--- src/hw/rtl/deq_pkg.sv ---
// shared types and constants for the double-ended queue
`default_nettype none

package deq_pkg;

    localparam int DEPTH_DEF      = 16;
    localparam int DATA_WIDTH_DEF = 32;

    localparam int OP_W      = 3;
    localparam int DIN_W     = 32;
    localparam int DOUT_W    = 32;
    localparam int STATUS_W  = 2;
    localparam int CNT_OUT_W = 5;
    localparam int S_TDATA_W = 40;
    localparam int M_TDATA_W = 40;

    typedef enum logic [OP_W-1:0] {
        OP_PUSH_HEAD = 3'd0,
        OP_PUSH_TAIL = 3'd1,
        OP_POP_HEAD  = 3'd2,
        OP_POP_TAIL  = 3'd3,
        OP_PEEK_HEAD = 3'd4,
        OP_PEEK_TAIL = 3'd5
    } op_t;

    typedef enum logic [STATUS_W-1:0] {
        ST_OK    = 2'd0,
        ST_EMPTY = 2'd1,
        ST_FULL  = 2'd2
    } status_t;

    typedef enum logic {
        S_IDLE = 1'b0,
        S_READ = 1'b1
    } state_t;

    // controller to datapath
    typedef struct packed {
        logic take;       // word accepted this cycle
        logic rd_issue;   // ring read started for a pop or peek
        logic load_now;   // result known at once
        logic load_read;  // result comes from the ring read data
    } deq_cmd_t;

    // datapath to controller
    typedef struct packed {
        logic empty;
        logic full;
    } deq_flags_t;

    function automatic logic is_read_op(input op_t op);
        logic r;
        case (op)
            OP_POP_HEAD, OP_POP_TAIL, OP_PEEK_HEAD, OP_PEEK_TAIL: r = 1'b1;
            default: r = 1'b0;
        endcase
        return r;
    endfunction

endpackage

`default_nettype wire

--- src/hw/rtl/deq_ram.sv ---
// generic single-port-write, registered-read ram
`default_nettype none

module deq_ram #(
    parameter int WIDTH = 32,
    parameter int DEPTH = 16
) (
    input  wire logic                     aclk,
    input  wire logic                     wr_en,
    input  wire logic [$clog2(DEPTH)-1:0] wr_addr,
    input  wire logic [WIDTH-1:0]         wr_data,
    input  wire logic                     rd_en,
    input  wire logic [$clog2(DEPTH)-1:0] rd_addr,
    output logic      [WIDTH-1:0]         rd_data
);

    logic [WIDTH-1:0] mem [DEPTH];

    always_ff @(posedge aclk) begin
        if (wr_en) begin
            mem[wr_addr] <= wr_data;
        end
        if (rd_en) begin
            rd_data <= mem[rd_addr];
        end
    end

endmodule

`default_nettype wire

--- src/hw/rtl/deq_ctrl.sv ---
// controller: handshakes and read sequencing
`default_nettype none

module deq_ctrl
    import deq_pkg::*;
(
    input  wire logic       aclk,
    input  wire logic       aresetn,
    input  wire logic       s_tvalid,
    output logic            s_tready,
    input  wire op_t        op,
    output logic            m_tvalid,
    input  wire logic       m_tready,
    input  wire deq_flags_t flags,
    output deq_cmd_t        cmd
);

    state_t state_reg, state_next;
    logic   out_valid_reg, out_valid_next;
    logic   in_fire;
    logic   needs_read;

    assign needs_read = is_read_op(op) && !flags.empty;

    always_comb begin
        state_next = state_reg;
        case (state_reg)
            S_IDLE: begin
                if (in_fire && needs_read) begin
                    state_next = S_READ;
                end
            end
            S_READ: state_next = S_IDLE;
            default: state_next = S_IDLE;
        endcase
    end

    always_comb begin
        s_tready      = 1'b0;
        cmd.load_read = 1'b0;
        case (state_reg)
            S_IDLE: s_tready = !out_valid_reg || m_tready;
            S_READ: cmd.load_read = 1'b1;
            default: begin
                s_tready      = 1'b0;
                cmd.load_read = 1'b0;
            end
        endcase
        in_fire      = s_tvalid && s_tready;
        cmd.take     = in_fire;
        cmd.rd_issue = in_fire && needs_read;
        cmd.load_now = in_fire && !needs_read;
    end

    always_comb begin
        out_valid_next = out_valid_reg;
        if (cmd.load_now || cmd.load_read) begin
            out_valid_next = 1'b1;
        end else if (m_tready) begin
            out_valid_next = 1'b0;
        end
    end

    assign m_tvalid = out_valid_reg;

    always_ff @(posedge aclk) begin
        if (!aresetn) begin
            state_reg     <= S_IDLE;
            out_valid_reg <= 1'b0;
        end else begin
            state_reg     <= state_next;
            out_valid_reg <= out_valid_next;
        end
    end

endmodule

`default_nettype wire

--- src/hw/rtl/deq_dpath.sv ---
// datapath: head index, count, ring memory and result register
`default_nettype none

module deq_dpath
    import deq_pkg::*;
#(
    parameter int DEPTH      = DEPTH_DEF,
    parameter int DATA_WIDTH = DATA_WIDTH_DEF
) (
    input  wire logic                 aclk,
    input  wire logic                 aresetn,
    input  wire deq_cmd_t             cmd,
    input  wire op_t                  op,
    input  wire logic [DIN_W-1:0]     data_in,
    output deq_flags_t                flags,
    output logic      [M_TDATA_W-1:0] m_tdata
);

    localparam int IW = $clog2(DEPTH);
    localparam int CW = $clog2(DEPTH + 1);
    localparam int SW = CW + 1;

    logic [IW-1:0] head_reg, head_next;
    logic [CW-1:0] count_reg, count_next;

    logic [SW-1:0] sum_raw;
    logic [SW-1:0] tail_raw;
    logic [IW-1:0] head_dec;
    logic [IW-1:0] head_inc;

    logic                  wr_en;
    logic [IW-1:0]         wr_addr;
    logic [IW-1:0]         rd_addr;
    logic [DATA_WIDTH-1:0] wr_data;
    logic [DATA_WIDTH-1:0] rd_data;
    logic [63:0]           din_wide;
    logic [63:0]           rd_wide;
    status_t               res_status;

    logic [DOUT_W-1:0]    dout_reg, dout_next;
    status_t              status_reg, status_next;
    logic                 empty_reg, empty_next;
    logic [CNT_OUT_W-1:0] cnt_reg, cnt_next;
    logic [31:0]          cnt_wide;

    // value below twice the depth folded back into the ring
    function automatic logic [IW-1:0] wrap_idx(input logic [SW-1:0] v);
        logic [IW-1:0] r;
        if (v >= SW'(DEPTH)) begin
            r = IW'(v - SW'(DEPTH));
        end else begin
            r = IW'(v);
        end
        return r;
    endfunction

    assign flags.empty = (count_reg == '0);
    assign flags.full  = (count_reg == CW'(DEPTH));

    assign sum_raw  = SW'(head_reg) + SW'(count_reg);
    assign tail_raw = sum_raw - SW'(1);
    assign head_dec = (head_reg == '0) ? IW'(DEPTH - 1) : head_reg - IW'(1);
    assign head_inc = (head_reg == IW'(DEPTH - 1)) ? '0 : head_reg + IW'(1);

    assign din_wide = 64'(data_in);
    assign wr_data  = din_wide[DATA_WIDTH-1:0];

    always_comb begin
        head_next  = head_reg;
        count_next = count_reg;
        wr_en      = 1'b0;
        wr_addr    = head_reg;
        rd_addr    = head_reg;
        res_status = ST_OK;
        if (cmd.take) begin
            case (op)
                OP_PUSH_HEAD: begin
                    if (flags.full) begin
                        res_status = ST_FULL;
                    end else begin
                        wr_en      = 1'b1;
                        wr_addr    = head_dec;
                        head_next  = head_dec;
                        count_next = count_reg + CW'(1);
                    end
                end
                OP_PUSH_TAIL: begin
                    if (flags.full) begin
                        res_status = ST_FULL;
                    end else begin
                        wr_en      = 1'b1;
                        wr_addr    = wrap_idx(sum_raw);
                        count_next = count_reg + CW'(1);
                    end
                end
                OP_POP_HEAD: begin
                    if (flags.empty) begin
                        res_status = ST_EMPTY;
                    end else begin
                        head_next  = head_inc;
                        count_next = count_reg - CW'(1);
                    end
                end
                OP_PEEK_HEAD: begin
                    if (flags.empty) begin
                        res_status = ST_EMPTY;
                    end
                end
                OP_POP_TAIL: begin
                    rd_addr = wrap_idx(tail_raw);
                    if (flags.empty) begin
                        res_status = ST_EMPTY;
                    end else begin
                        count_next = count_reg - CW'(1);
                    end
                end
                OP_PEEK_TAIL: begin
                    rd_addr = wrap_idx(tail_raw);
                    if (flags.empty) begin
                        res_status = ST_EMPTY;
                    end
                end
                default: res_status = ST_OK;
            endcase
        end
    end

    deq_ram #(
        .WIDTH (DATA_WIDTH),
        .DEPTH (DEPTH)
    ) u_ring (
        .aclk    (aclk),
        .wr_en   (wr_en),
        .wr_addr (wr_addr),
        .wr_data (wr_data),
        .rd_en   (cmd.rd_issue),
        .rd_addr (rd_addr),
        .rd_data (rd_data)
    );

    assign rd_wide = 64'(rd_data);

    // on a ring read the pointers were already moved at accept time
    always_comb begin
        dout_next   = dout_reg;
        status_next = status_reg;
        empty_next  = empty_reg;
        cnt_wide    = 32'(count_next);
        cnt_next    = cnt_reg;
        if (cmd.load_read) begin
            cnt_wide    = 32'(count_reg);
            dout_next   = rd_wide[DOUT_W-1:0];
            status_next = ST_OK;
            empty_next  = flags.empty;
            cnt_next    = cnt_wide[CNT_OUT_W-1:0];
        end else if (cmd.load_now) begin
            dout_next   = '0;
            status_next = res_status;
            empty_next  = (count_next == '0);
            cnt_next    = cnt_wide[CNT_OUT_W-1:0];
        end
    end

    always_ff @(posedge aclk) begin
        if (!aresetn) begin
            head_reg  <= '0;
            count_reg <= '0;
        end else begin
            head_reg  <= head_next;
            count_reg <= count_next;
        end
    end

    always_ff @(posedge aclk) begin
        dout_reg   <= dout_next;
        status_reg <= status_next;
        empty_reg  <= empty_next;
        cnt_reg    <= cnt_next;
    end

    assign m_tdata = {cnt_reg, empty_reg, status_reg, dout_reg};

endmodule

`default_nettype wire

--- src/hw/rtl/double_ended_queue.sv ---
// push, refused and unused-code words load the result register when they are accepted;
// a pop or peek that finds data goes through the registered ring read, then the result register
// throughput: 1 word per cycle for pushes while the result side takes each word; a pop or peek
// holding data blocks the input until its ring read is done (registered read port of the ring)
// reset: head index and entry count cleared, no result pending; ring contents are
// left as they are, there is no clearing pass
`default_nettype none

module double_ended_queue
    import deq_pkg::*;
#(
    parameter int DEPTH      = DEPTH_DEF,
    parameter int DATA_WIDTH = DATA_WIDTH_DEF
) (
    input  wire logic                 aclk,
    input  wire logic                 aresetn,
    input  wire logic                 s_tvalid,
    output logic                      s_tready,
    input  wire logic [S_TDATA_W-1:0] s_tdata,  // operation[2:0], data_in[34:3], zero pad
    output logic                      m_tvalid,
    input  wire logic                 m_tready,
    output logic      [M_TDATA_W-1:0] m_tdata   // data_out[31:0], status[33:32],
                                                // is_empty[34], entry_count[39:35]
);

    op_t              op;
    logic [DIN_W-1:0] data_in;
    deq_cmd_t         cmd;
    deq_flags_t       flags;

    assign op      = op_t'(s_tdata[OP_W-1:0]);
    assign data_in = s_tdata[OP_W +: DIN_W];

    deq_ctrl u_ctrl (
        .aclk     (aclk),
        .aresetn  (aresetn),
        .s_tvalid (s_tvalid),
        .s_tready (s_tready),
        .op       (op),
        .m_tvalid (m_tvalid),
        .m_tready (m_tready),
        .flags    (flags),
        .cmd      (cmd)
    );

    deq_dpath #(
        .DEPTH      (DEPTH),
        .DATA_WIDTH (DATA_WIDTH)
    ) u_dpath (
        .aclk    (aclk),
        .aresetn (aresetn),
        .cmd     (cmd),
        .op      (op),
        .data_in (data_in),
        .flags   (flags),
        .m_tdata (m_tdata)
    );

    // a ring read blocks both sides while the read is in progress, then its word shows
    a_read_stall: assert property (@(posedge aclk) disable iff (!aresetn)
        cmd.rd_issue |=> !s_tready && !m_tvalid)
        else $error("input taken or result shown during ring read");

    a_read_result: assert property (@(posedge aclk) disable iff (!aresetn)
        cmd.rd_issue |-> ##2 m_tvalid)
        else $error("ring read result not presented");

    a_flags_excl: assert property (@(posedge aclk) disable iff (!aresetn)
        !(flags.empty && flags.full))
        else $error("queue both empty and full");

    a_refused_zero: assert property (@(posedge aclk) disable iff (!aresetn)
        m_tvalid && (m_tdata[33:32] == ST_FULL || m_tdata[33:32] == ST_EMPTY)
        |-> m_tdata[31:0] == '0)
        else $error("refused word carries data");

endmodule

`default_nettype wire

--- config.mk ---
export PLATFORM = sky130hd
export DESIGN_NAME = double_ended_queue
export DESIGN_NICKNAME = d
export VERILOG_FILES = /design/src/hw/rtl/deq_pkg.sv /design/src/hw/rtl/deq_ram.sv /design/src/hw/rtl/deq_ctrl.sv /design/src/hw/rtl/deq_dpath.sv /design/src/hw/rtl/double_ended_queue.sv
export SDC_FILE = /design/constraint.sdc
export NUM_CORES = 1
export LEC_CHECK = 0
export BUFFER_PORTS_ARGS = -buffer_cell sky130_fd_sc_hd__buf_2
export CAP_MARGIN = 20
export CORE_MARGIN = 5
export CORE_UTILIZATION = 44
export DETAILED_ROUTE_END_ITERATION = 8
export PLACE_DENSITY = 0.63
export SYNTH_ARGS = -nofsm -noshare
export SYNTH_HDL_FRONTEND = slang
export SYNTH_SLANG_ARGS = --single-unit
--- constraint.sdc ---
create_clock -name aclk -period 10.3 [get_ports aclk]
set_input_delay 0.515 -clock aclk [delete_from_list [all_inputs] [get_ports aclk]]
set_output_delay 0.515 -clock aclk [all_outputs]
set_load 0.02 [all_outputs]
# [After elaboration in Yosys (flattened, before gate mapping)]
# Memory sizes are Yosys's and may differ from the RTL's. A register that Yosys moved wholly into a read port is not among the register bits.
# Cells that the tools add are included.
[word_totals] reg_bits=51 mem_bits_rw=512 in_bits=44 out_inout_bits=42 elab_cells=87 n_memories=1
[op_classes] n_addsub=8 n_lt_le_gt_ge=2 eq_ne=8 n_mux=38 n_bitwise=1 n_reduce_logical=21
[mem_list] name="u_dpath.u_ring.mem" words=16 width=32 rd=1 rd_ports_with_merged_regs=1 write_ports=1 line="deq_ram.sv:17" rtl="logic [WIDTH-1:0] mem [DEPTH];"
[ops] cell="$mux W32" count=2
[ops] cell="$mux W4" count=10
[ops] cell="$mux W5" count=5
[ops] cell="$pmux W4 S2" count=2
[ops] cell="$mux W1" count=14
[ops] cell="$ge A6 B5 Y1 const B" count=2
[ops] cell="$sub A4 B1 Y4 const B" count=3
[ops] cell="$logic_not A5 Y1" count=2
[ops] cell="$pmux W5 S2" count=1
[ops] cell="$add A4 B5 Y6" count=1
[ops] cell="$eq A3 B2 Y1 const B" count=2
[ops] cell="$eq A3 B3 Y1 const B" count=2
[ops] cell="$reduce_bool A2 Y1" count=3
[ops] cell="$reduce_or A2 Y1" count=3
[ops] cell="$sub A6 B1 Y6 const B" count=1
[ops] cell="$add A5 B1 Y5 const B" count=1
[ops] cell="$eq A5 B5 Y1 const B" count=1
[ops] cell="$sub A5 B1 Y5 const B" count=1
[ops] cell="$add A4 B1 Y4 const B" count=1
[ops] cell="$eq A4 B4 Y1 const B" count=1
[ops] cell="$logic_and A1 B1 Y1" count=4
[ops] cell="$logic_not A4 Y1" count=1
[ops] cell="$mux W2" count=2
[ops] cell="$pmux W2 S2" count=1
[ops] cell="9 further kinds" count=12

# [Logic depth before layout (Yosys ltp)]
# Gate-level depths: netlist of run 1.
[depth] depth_word=8 depth_mapped=12 mapped_depth_nobuf=10

# [By module]
# From an unflattened synthesis of run 1, not the netlist that was laid out.
[hier_totals] hier_cells=1101 area_unflattened_um2=23020.8
[modules_own_cells] module="deq_ram" n_inst=1 cells_each=838 area_each_um2=20155.6 seq_area_each_um2=16335.7
[modules_own_cells] module="deq_dpath" n_inst=1 cells_each=249 area_each_um2=2728.9 seq_area_each_um2=1361.3
[modules_own_cells] module="deq_ctrl" n_inst=1 cells_each=14 area_each_um2=136.4 seq_area_each_um2=40.0

# [Least setup slack after synthesis of run 1]
# OpenSTA, ideal clock, no wires.
[synth_timing] kind="register -> register" startpoint="register u_dpath.count_reg[1]" endpoint="memory u_dpath.u_ring.mem[10][0] (enable)" setup_time_ps=468 arrival_ps=4282 required_time_ps=9832 path_slack_ps=5550 path_stages_with_launch=9 n_path_buf=1 synth_period_minus_slack_ps=4750 cell_sequence="dfxtp_1 inv_1 ha_1 nor4bb_1 buf_2 o31a_1 o21ai_0 a21oi_1 nor3b_1"
[synth_between] elab_chain_cells=6 word_cells_on_any_way=14 cone_classes="add/sub (2); order compare (1); eq/ne (1); mux (10)"
[synth_rtl] element="start, declared" line="deq_dpath.sv:24" rtl="logic [CW-1:0] count_reg, count_next;"
[synth_rtl] element="start signal, assigned" line="deq_dpath.sv:170" rtl="count_reg <= count_next;"
[synth_rtl] element="$add A4 B5 Y6 / $eq A5 B5 Y1 (equally long branches)" line="deq_dpath.sv:60, deq_dpath.sv:58"
[synth_rtl] element="$ge A6 B5 Y1, or another cell as far along" line="deq_dpath.sv:49" rtl="if (v >= SW'(DEPTH)) begin"
[synth_rtl] element="$mux W4 / $mux W1 (equally long branches)"
[synth_rtl] element="$mux W4 / $mux W1 (equally long branches)" line="deq_dpath.sv:88, deq_dpath.sv:75"
[synth_rtl] element="$pmux W4 S2 / $mux W1 (equally long branches)" line="deq_dpath.sv:76, deq_ram.sv:20"
[synth_rtl] element="$mux W4 / $mux W1 (equally long branches)" line="deq_dpath.sv:75, deq_ram.sv:21"
[synth_rtl] element="end, declared" line="deq_ram.sv:17"
# Parallel ways exist; a longest one is shown, timed or not.

# [Worst setup path after layout of run 1]
[layout_timing] startpoint="register u_dpath.head_reg[2]" endpoint="register u_dpath.u_ring.rd_data[18], read port of u_dpath.u_ring.mem (data pin)"
[layout_between] elab_chain_cells=6 word_cells_on_any_way=7 cone_classes="add/sub (3); order compare (1); mux (3)"
[layout_rtl] element="start, declared" line="deq_dpath.sv:23" rtl="logic [IW-1:0] head_reg, head_next;"
[layout_rtl] element="start signal, assigned" line="deq_dpath.sv:169" rtl="head_reg <= head_next;"
[layout_rtl] element="$add A4 B5 Y6" line="deq_dpath.sv:60" rtl="assign sum_raw = SW'(head_reg) + SW'(count_reg);"
[layout_rtl] element="$sub A6 B1 Y6" line="deq_dpath.sv:61" rtl="assign tail_raw = sum_raw - SW'(1);"
[layout_rtl] element="$ge A6 B5 Y1 / $sub A4 B1 Y4 (equally long branches)" line="deq_dpath.sv:49, deq_dpath.sv:50"
[layout_rtl] element="$mux W4" line="deq_dpath.sv:49"
[layout_rtl] element="$mux W4"
[layout_rtl] element="$mux W4 (*)" line="deq_dpath.sv:75" rtl="if (cmd.take) begin"
[layout_rtl] element="end, declared" line="deq_ram.sv:14" rtl="output logic [WIDTH-1:0] rd_data"
# Every way passes the cells marked *; elsewhere a longest branch is shown, timed or not.
# A chain may end at the register's enable or synchronous reset.

==> run_results.csv, run 1 <==
group,metric,value,unit
die,dieWidth,243,um
sta,maxSlewHeadroom,24.1,%
die,start_util,44.4,%
clock_tree,clk_latency,0.60,ns
finish,instances_no_fill,2268,
critical_path,reg2reg_from,"u_dpath.head_reg[2]$_SDFFE_PN0P_",
clock_tree,cts_tree,"done",
sta,min_period,4.94,ns
critical_path,crit_fanout,97,
sta,fmax,202,MHz
critical_path,critPathKind,"reg2reg",
global_routing,grt_usage,18.8,%
power,switchingPower,1.18,mW
power,p_comb_share,9.1,%
sta,setup_slack,5.36,ns
clock_tree,cts_buffers,58,
worst_hold_path,hp-start,"aresetn",
critical_path,required,10.59,ns
yosys,syn-num-nets,1504,
drt,final_antenna_net_count,0,
critical_path,crit_arrival,5.23,ns
clock_tree,root_buffer,"clkbuf_16",
clock_tree,cts_hold_buf,0,
drt,dr.pass1.iters,7,
worst_hold_path,hold_class,"in2reg",
placed_design,placed_cell_area,25100,um2
sta,finalHoldViolations,0,
flow_run,cap_violations,0,
clock_tree,cts-htree-levels,2,
clock_tree,cts_sinks,595,
power,clkPwrFrac,38.9,%
die,pin_count,86,
finish,final_net_count,1579,
sta,period_share,48.0,%
yosys,syn_avg_cell_area,16.5,um2
outcome,outcome,"finished, final reports clean",
yosys,syn_inst,1451,
placed_design,gp_congestion,0.828,
power,p_sw_share,22.6,%
die,die-area,59000,um2
placed_design,hpwlAfterDp,28900,um
yosys,async_flop_share,0,%
power,p_leak,8.96,nW
finish,largest_register_ffs,512,
finish,fin_area,26900,um2
finish,most-common-layout-cells,"582 x edfxtp_1, 108 x a21oi_1, 107 x nand2_1",
yosys,synth_cell_types,70,
placed_design,dp.cells,2161,
finish,final_common_cell,"edfxtp_1",
drt,wl_per_cell,25.0,um
yosys,syn-cell-area,23900,um2
die,core-area,53800,um2
sta,drv_slew,0,
critical_path,cp_slowest_cell,"buf_4",
yosys,synth_largest_area_cell,"edfxtp_1",
yosys,ys_seq_area_share,74.3,%
yosys,synth-edff-count,582,
placed_design,post-place-ws,5.40,ns
drt,drt_iter0_markers,1357,
critical_path,start_kind,"flip-flop",
power,power_density,194,nW/um2
clock_tree,clock_path_buffers,3,
critical_path,cp_common_cell,"xor2_1",
die,die_height,243,um
drt,drt_wl_total,56600,um
finish,area_growth,12.7,%
die,fp-row-count,85,
sta,hold_ws,0.258,ns
clock_tree,clk_pin_slew,0.06,ns
sta,worst_slew_pin_slew,1.13,ns
critical_path,crit_path_end_kind,"flip-flop",
power,ir_worst_vdd,137,uV
drt,vias_per_cell,5.87,
power,seqPwrFrac,51.9,%
placed_design,portBuffers,80,
sta,skew,0.00993,ns
critical_path,path_cells,"ha_1, xor2_1, xor2_1, mux2_8, buf_4, mux2_2, a222oi_1, a32oi_1",
yosys,yosys_warnings,0,
yosys,ys.flop_type,"edfxtp_1",
global_routing,antenna_found_initial,4,
power,p_int,4.05,mW
critical_path,slowest_delay,0.94,ns
sta,grt_setup_unrepaired,"false",
clock_tree,cts_resized,0,
sta,setup_viol,0,
yosys,ys_seq_elements,595,
sta,setup_tns,0,ns
yosys,netlist.area_leader.share,73.2,%
yosys,synth_area_leaders,"edfxtp_1 73%, mux2i_1 4.1%, mux2_2 3.1%",
global_routing,grt_pass1_vias,13400,
global_routing,grt_pass1_wl,84700,um
drt,num_vias,13300,
global_routing,grt_max_degree,98,
critical_path,startpoint,"u_dpath.head_reg[2]$_SDFFE_PN0P_",
clock_tree,postCtsSetupRepairBufs,0,
drt,route.detailed.drc,0,
global_routing,grt-ovfl-total,0,
finish,drive_above_1_share,18.8,%
## cell families (layout without fill, tap and decap cells)
kind of cell / after synthesis / count (layout) / synth area share [%]
flops: 595 / 595 / 74.3
xor+xnor: 9 / 9 / 0.477
buf+inv: 112 / 230 / 2.27
simple gates: 240 / 240 / 4.91
other cells: 0 / 3 / 0
mux: 166 / 166 / 7.35
compound gates: 320 / 320 / 10.2
fa+ha+maj: 9 / 9 / 0.503
## critical path: cells and delay by family, from the launching register on
family                     cells  cell delay [ns]
muxes                          2             1.20
buffers and inverters          1             0.94
DFF                            1             0.79
xor gates and xnor gates       2             0.59
AOI/OAI and AO/OA              2             0.54
adders and majority gates      1             0.42
## power groups by stage
stage	clock network [mW]	logic [mW]	registers [mW]
finish	2.03	0.478	2.71
global route	2.18	0.516	2.72
CTS	2.09	0.479	2.72
detailed placement	0	0.478	2.77
global placement	0	0.467	2.77
floorplan	0	0.303	2.78
## cells in the mapped netlist (all sizes together), types with 2 or more instances
| cell | n |
|---|---|
| a2bb2oi | 2 |
| o31ai | 3 |
| nand2b | 7 |
| xor2 | 3 |
| inv | 15 |
| mux2 | 68 |
| and2 | 43 |
| mux2i | 98 |
| nand4 | 2 |
| a32oi | 34 |
| xnor3 | 2 |
| xnor2 | 4 |
| nor4 | 3 |
| o41ai | 3 |
| buf | 41 |
| a222oi | 33 |
| and3 | 4 |
| ha | 8 |
| a221oi | 3 |
| nor2 | 31 |
| or3 | 2 |
| a221o | 62 |
| a211oi | 3 |
| nor3b | 4 |
| o22ai | 4 |
| clkbuf | 56 |
| nor2b | 5 |
| edfxtp | 582 |
| nor3 | 15 |
| or2 | 2 |
| dfxtp | 13 |
| a21oi | 109 |
| nand2 | 110 |
| o21ai | 18 |
| o22a | 32 |
| nand3 | 4 |
| o21a | 2 |
## stage by stage
stage	utilization, %	power (mW)
floorplan	-	3.09
global placement	46.6	3.23
detailed placement	46.6	3.24
CTS	50.0	5.28
global route	50.0	5.41
finish	50.0	5.23
## path summary, 6_finish.rpt
path                                                              to  slack [ns]  cells past startpoint
worst max register to register  u_dpath.u_ring.rd_data[18]$_DFFE_PP_        5.36                      8
worst min register to register    u_dpath.status_reg[0]$_SDFFE_PP0P_        0.47                      1
worst max-delay path            u_dpath.u_ring.rd_data[18]$_DFFE_PP_        5.36                      8
worst min-delay path                 u_dpath.count_reg[4]$_SDFF_PN0_        0.26                      2
## routing by layer
metal	routed length, um	GRT usage [%]	up-vias
met5	19	0	-
met1	24000	25.6	6788
li1	-	-	5969
met2	27600	31.3	453
met4	1530	5.81	2
met3	3410	3.07	109
## final cells by class
cell class              count  area, um2
well taps                 696        871
fillers                  4438      26900
flip-flops and latches    595      17700
clock inverters            32        303
inverters                  15       56.3
clock buffers              71       1500
diodes                      3       7.51
repair buffers            112        653
multi-input cells         744       5790
No activity file was read; power rests on OpenSTA's default activity.
==> inputs of run 2 (changes only) <==
==> constraint.sdc (replaced) <==
create_clock -name aclk -period 4.6 [get_ports aclk]
set_input_delay 0.23 -clock aclk [delete_from_list [all_inputs] [get_ports aclk]]
set_output_delay 0.23 -clock aclk [all_outputs]
set_load 0.02 [all_outputs]
==> run_results.csv, run 2 (synthesis gave the netlist of run 1 again) <==
group,metric,value,unit
global_routing,grt_pass1_wl,84000,um
drt,drt_wl_total,56100,um
placed_design,gp_congestion,0.825,
finish,fin_area,27600,um2
worst_hold_path,whs_path_depth,3,
global_routing,grt_pass1_vias,13500,
placed_design,portBuffers,80,
power,power_density,434,nW/um2
drt,route.detailed.drc,0,
clock_tree,cts-htree-levels,2,
clock_tree,root_buffer,"clkbuf_16",
clock_tree,clock_path_buffers,3,
worst_hold_path,whs_endpoint,"u_ctrl.m_tvalid$_SDFFE_PN0P_",
drt,num_vias,13600,
drt,wl_per_cell,24.2,um
finish,final_net_count,1624,
die,core-area,53800,um2
sta,period_share,86.7,%
finish,largest_register_ffs,512,
placed_design,hpwlAfterDp,30500,um
flow_run,cap_violations,0,
sta,skew,0.0236,ns
outcome,outcome,"finished, final reports clean",
clock_tree,cts_buffers,57,
global_routing,grt_max_degree,73,
critical_path,critPathKind,"reg2reg",
critical_path,crit_fanout,19,
critical_path,timing.critical_path.buf_inv,3,
placed_design,placed_cell_area,25300,um2
critical_path,crit_family,"simple AND/OR/NAND/NOR gates",
worst_hold_path,hold_class,"in2reg",
finish,drive_above_1_share,19.5,%
power,ir_worst_vdd,316,uV
finish,area_growth,15.4,%
drt,dr.pass1.iters,9,
die,dieWidth,243,um
critical_path,r2r_slack,0.61,ns
global_routing,grt-ovfl-total,0,
clock_tree,cts_tree,"done",
critical_path,r2r_end,"u_dpath.u_ring.mem[1][12]$_DFFE_PP_",
clock_tree,postCtsSetupRepairBufs,0,
die,pin_count,86,
finish,final_common_cell,"edfxtp_1",
finish,fillers,4341,
sta,min_period,3.99,ns
sta,setup_viol,0,
die,fp-row-count,85,
critical_path,reg2reg_from,"u_dpath.count_reg[1]$_SDFF_PN0_",
critical_path,slowest_delay,0.73,ns
sta,fmax,251,MHz
die,die-area,59000,um2
critical_path,cp_slowest_cell,"nor2_4",
drt,vias_per_cell,5.86,
clock_tree,clk_pin_slew,0.06,ns
critical_path,crit_arrival,4.29,ns
critical_path,crit_path_end_kind,"flip-flop",
clock_tree,cts_sinks,595,
sta,finalHoldViolations,0,
sta,maxSlewHeadroom,24.5,%
sta,worst_slew_pin_slew,1.13,ns
critical_path,required,4.90,ns
drt,drt_iter0_markers,1429,
power,p_leak,9.24,nW
critical_path,start_kind,"flip-flop",
critical_path,path_cells,"inv_1, ha_1, nor4bb_1, buf_4, or4_1, a21oi_1, o221a_2, o221ai_1, nor2_4, buf_12",
drt,final_antenna_net_count,0,
clock_tree,clk_latency,0.62,ns
worst_hold_path,hp-start,"m_tready",
critical_path,r2r_cells,10,
sta,grt_setup_unrepaired,"false",
finish,most-common-layout-cells,"582 x edfxtp_1, 108 x a21oi_1, 107 x nand2_1",
global_routing,grt_usage,18.5,%
die,die_height,243,um
finish,n_antenna_cell,0,
die,start_util,44.4,%
global_routing,antenna_found_initial,2,
placed_design,post-place-ws,0.700,ns
sta,setup_slack,0.614,ns
sta,drv_slew,0,
-- run 2: worst reg2reg max path, cell delays in order (launching register included) --
cell	delay (ns)
dfxtp_1	0.49
inv_1	0.11
ha_1	0.25
nor4bb_1	0.16
buf_4	0.21
or4_1	0.41
a21oi_1	0.35
o221a_2	0.26
o221ai_1	0.41
nor2_4	0.73
buf_12	0.28
-- run 2: worst max path at each step --
stage / startpoint / cells after the start / endpoint
detailed placement: u_dpath.head_reg[0]$_SDFFE_PN0P_ / 10 / u_dpath.u_ring.rd_data[29]$_DFFE_PP_
floorplan: u_dpath.count_reg[1]$_SDFF_PN0_ / 8 / u_dpath.u_ring.mem[9][0]$_DFFE_PP_
global route: u_dpath.count_reg[1]$_SDFF_PN0_ / 10 / u_dpath.u_ring.mem[1][12]$_DFFE_PP_
CTS: u_dpath.count_reg[1]$_SDFF_PN0_ / 10 / u_dpath.u_ring.mem[0][12]$_DFFE_PP_
global placement: u_dpath.head_reg[0]$_SDFFE_PN0P_ / 10 / u_dpath.u_ring.rd_data[29]$_DFFE_PP_
finish: u_dpath.count_reg[1]$_SDFF_PN0_ / 10 / u_dpath.u_ring.mem[1][12]$_DFFE_PP_
-- run 2: routing by layer --
layer	routed length [um]	track usage, %	vias up
met1	24200	25.8	6880
met2	26600	30.0	533
met4	1510	5.34	2
met3	3820	3.22	94
met5	13	0	-
li1	-	-	6062
-- run 2: cell type report --
| cell class | instances | area (um2) | area share (%) |
|---|---|---|---|
| flip-flops and latches | 595 | 17700 | 64.4 |
| multi-input cells | 744 | 5810 | 21.1 |
| clock buffers | 71 | 1500 | 5.44 |
| repair buffers | 158 | 1180 | 4.29 |
| well taps | 696 | 871 | 3.16 |
| clock inverters | 36 | 403 | 1.46 |
| inverters | 15 | 56.3 | 0.204 |
-- run 2: what timing repair did --
item,CTS,global route
hold buffers,33,0
endpoints found under the hold margin,502,0
endpoints found under the setup margin,0,0
gates resized for setup,0,0
-- run 2: where the power goes --
part / leakage [nW] / internal [mW] / switching, mW
Combinational: 2.93 / 0.423 / 0.715
Sequential: 5.38 / 6.05 / 0.0233
Clock: 0.923 / 2.77 / 2.00
Total: 9.24 / 9.24 / 2.73
-- run 2: metrics by stage --
step	power, mW	std cells	setup TNS (ns)	util, %	hold WS (ns)
3_3_place_gp	7.27	2174	0	47.0	0.475
3_5_place_dp	7.30	2174	0	47.0	0.467
6_report	12.0	2315	0	51.2	0.0364
5_1_grt	12.4	2315	0	51.2	0.0603
2_1_floorplan	6.91	1451	-20.99	-	0.329
4_1_cts	12.1	2314	0	51.2	0.0104
==> inputs of run 3 (changes only) <==
--- a/config.mk
+++ b/config.mk
@@ -7,7 +7,7 @@
 export LEC_CHECK = 0
 export BUFFER_PORTS_ARGS = -buffer_cell sky130_fd_sc_hd__buf_2
 export CAP_MARGIN = 20
-export CORE_MARGIN = 5
+export CORE_ASPECT_RATIO = 2
 export CORE_UTILIZATION = 44
 export DETAILED_ROUTE_END_ITERATION = 8
 export PLACE_DENSITY = 0.63
==> run_results.csv, run 3 (synthesis gave the netlist of run 1 again) <==
group,metric,value,unit
clock_tree,cts_sinks,595,
global_routing,grt-ovfl-total,0,
clock_tree,cts_resized,0,
clock_tree,postCtsSetupRepairBufs,0,
worst_hold_path,whs_endpoint,"u_dpath.u_ring.mem[14][6]$_DFFE_PP_",
sta,finalHoldViolations,0,
sta,min_period,3.90,ns
critical_path,required,4.86,ns
power,p_leak,9.03,nW
drt,route.detailed.drc,0,
critical_path,slowest_delay,0.74,ns
drt,wl_met1,21700,um
drt,drt_iter0_markers,1235,
sta,drv_slew,0,
clock_tree,clk_latency,0.59,ns
sta,period_share,84.9,%
clock_tree,clock_path_buffers,3,
sta,worst_slew_pin_slew,1.08,ns
sta,setup_viol,0,
finish,fillers,4349,
finish,instances_no_fill,2252,
critical_path,crit_path_end_kind,"flip-flop",
global_routing,grt_max_degree,111,
finish,final_common_cell,"edfxtp_1",
critical_path,r2r_cells,10,
finish,final_net_count,1599,
worst_hold_path,hold_class,"in2reg",
sta,maxSlewHeadroom,27.3,%
die,dieWidth,167,um
finish,most-common-layout-cells,"582 x edfxtp_1, 109 x nand2_1, 108 x a21oi_1",
finish,n_antenna_cell,0,
drt,met2WireLength,31200,um
drt,dr.pass1.iters,6,
sta,grt_setup_unrepaired,"false",
clock_tree,cts_buffers,48,
flow_run,cap_violations,0,
finish,post-route-util,50.6,%
critical_path,crit_arrival,4.17,ns
finish,area_growth,13.5,%
critical_path,r2r_end,"u_dpath.u_ring.mem[8][22]$_DFFE_PP_",
critical_path,crit_family,"simple AND/OR/NAND/NOR gates",
global_routing,antenna_found_initial,0,
placed_design,hpwlAfterDp,31900,um
critical_path,r2r_slack,0.70,ns
global_routing,grt_pass1_wl,85900,um
sta,fmax,256,MHz
die,die_height,331,um
critical_path,startpoint,"u_dpath.count_reg[1]$_SDFF_PN0_",
worst_hold_path,hp-start,"s_tdata[9]",
clock_tree,cts_tree,"done",
critical_path,start_kind,"flip-flop",
die,die-area,55300,um2
drt,drt_wl_total,58200,um
power,p_total,11.4,mW
drt,highest_layer,"met4",
outcome,outcome,"finished, final reports clean",
global_routing,grt_usage,21.1,%
drt,final_antenna_net_count,0,
finish,drive_above_1_share,18.6,%
die,pin_count,86,
clock_tree,cts-htree-levels,2,
clock_tree,clk_pin_slew,0.07,ns
global_routing,grt_pass1_vias,13800,
clock_tree,cts_hold_buf,18,
die,core-area,53600,um2
clock_tree,root_buffer,"clkbuf_16",
critical_path,timing.critical_path.buf_inv,3,
drt,vias_per_cell,6.04,
placed_design,post-place-ws,0.728,ns
critical_path,path_cells,"inv_1, ha_1, nor4bb_1, buf_4, nor4_1, a21oi_1, o21a_1, a21oi_1, nor3b_4, buf_12",
power,ir_worst_vdd,221,uV
sta,skew,0.0184,ns
critical_path,reg2reg_from,"u_dpath.count_reg[1]$_SDFF_PN0_",
die,start_util,44.5,%
drt,wl_met3,2940,um
die,fp-row-count,120,
finish,largest_register_ffs,512,
placed_design,portBuffers,80,
drt,wl_per_cell,25.9,um
worst_hold_path,whs_path_depth,1,
critical_path,cp_common_cell,"a21oi_1",
placed_design,dp.cells,2148,
critical_path,critPathKind,"reg2reg",
placed_design,gp_congestion,0.868,
critical_path,crit_fanout,25,
power,power_density,420,nW/um2
critical_path,cp_slowest_cell,"nor3b_4",
drt,num_vias,13600,
sta,setup_slack,0.697,ns
==> run 3: cell types whose count changed in the layout (fill, tap and decap cells not counted), sizes merged <==
| cell | delta |
|---|---|
| buf | -1 |
| bufinv | -2 |
| clkbuf | -11 |
| clkinv | -5 |
| clkinvlp | -2 |
| dlygate4sd3 | -15 |
| inv | -2 |
==> run 3: worst max path at each step <==
| stage | to | slack (ns) | depth (start not counted) |
|---|---|---|---|
| finish | u_dpath.u_ring.mem[8][22]$_DFFE_PP_ | 0.70 | 10 |
| global route | u_dpath.u_ring.mem[8][21]$_DFFE_PP_ | 0.45 | 10 |
| CTS | u_dpath.u_ring.mem[8][26]$_DFFE_PP_ | 0.69 | 10 |
| detailed placement | u_dpath.u_ring.mem[8][26]$_DFFE_PP_ | 0.73 | 10 |
| global placement | u_dpath.u_ring.rd_data[27]$_DFFE_PP_ | 0.80 | 10 |
| floorplan | u_dpath.u_ring.mem[9][0]$_DFFE_PP_ | -0.14 | 8 |
==> run 3: where the power goes <==
part	leakage, nW	total, mW	internal (mW)	switching (mW)
registers	5.38	6.07	6.04	0.0238
clock network	0.765	4.18	2.32	1.85
logic	2.89	1.13	0.418	0.714
total	9.03	11.4	8.78	2.59
==> run 3: cell type report <==
cell class              instances  area, um2  share of cell area [%]
flip-flops and latches        595      17700                    65.4
multi-input cells             744       5800                    21.4
clock buffers                  60       1290                    4.76
repair buffers                142       1100                    4.05
well taps                     671        840                    3.10
clock inverters                25        282                    1.04
inverters                      15       56.3                   0.208
==> run 3: through the flow <==
step                hold slack (ns)  instance area, um2  TNS, ns
floorplan                     0.329               23900   -20.99
global placement              0.461               25300        0
detailed placement            0.480               25300        0
CTS                        0.000471               27100        0
global route                 0.0123               27100        0
finish                       0.0227               27100        0
==> run 3: per-layer routing <==
layer,GRT usage [%],up-vias
li1,-,5996
met1,24.2,6978
met2,39.0,496
met3,2.26,121
met4,9.65,0
met5,0,-
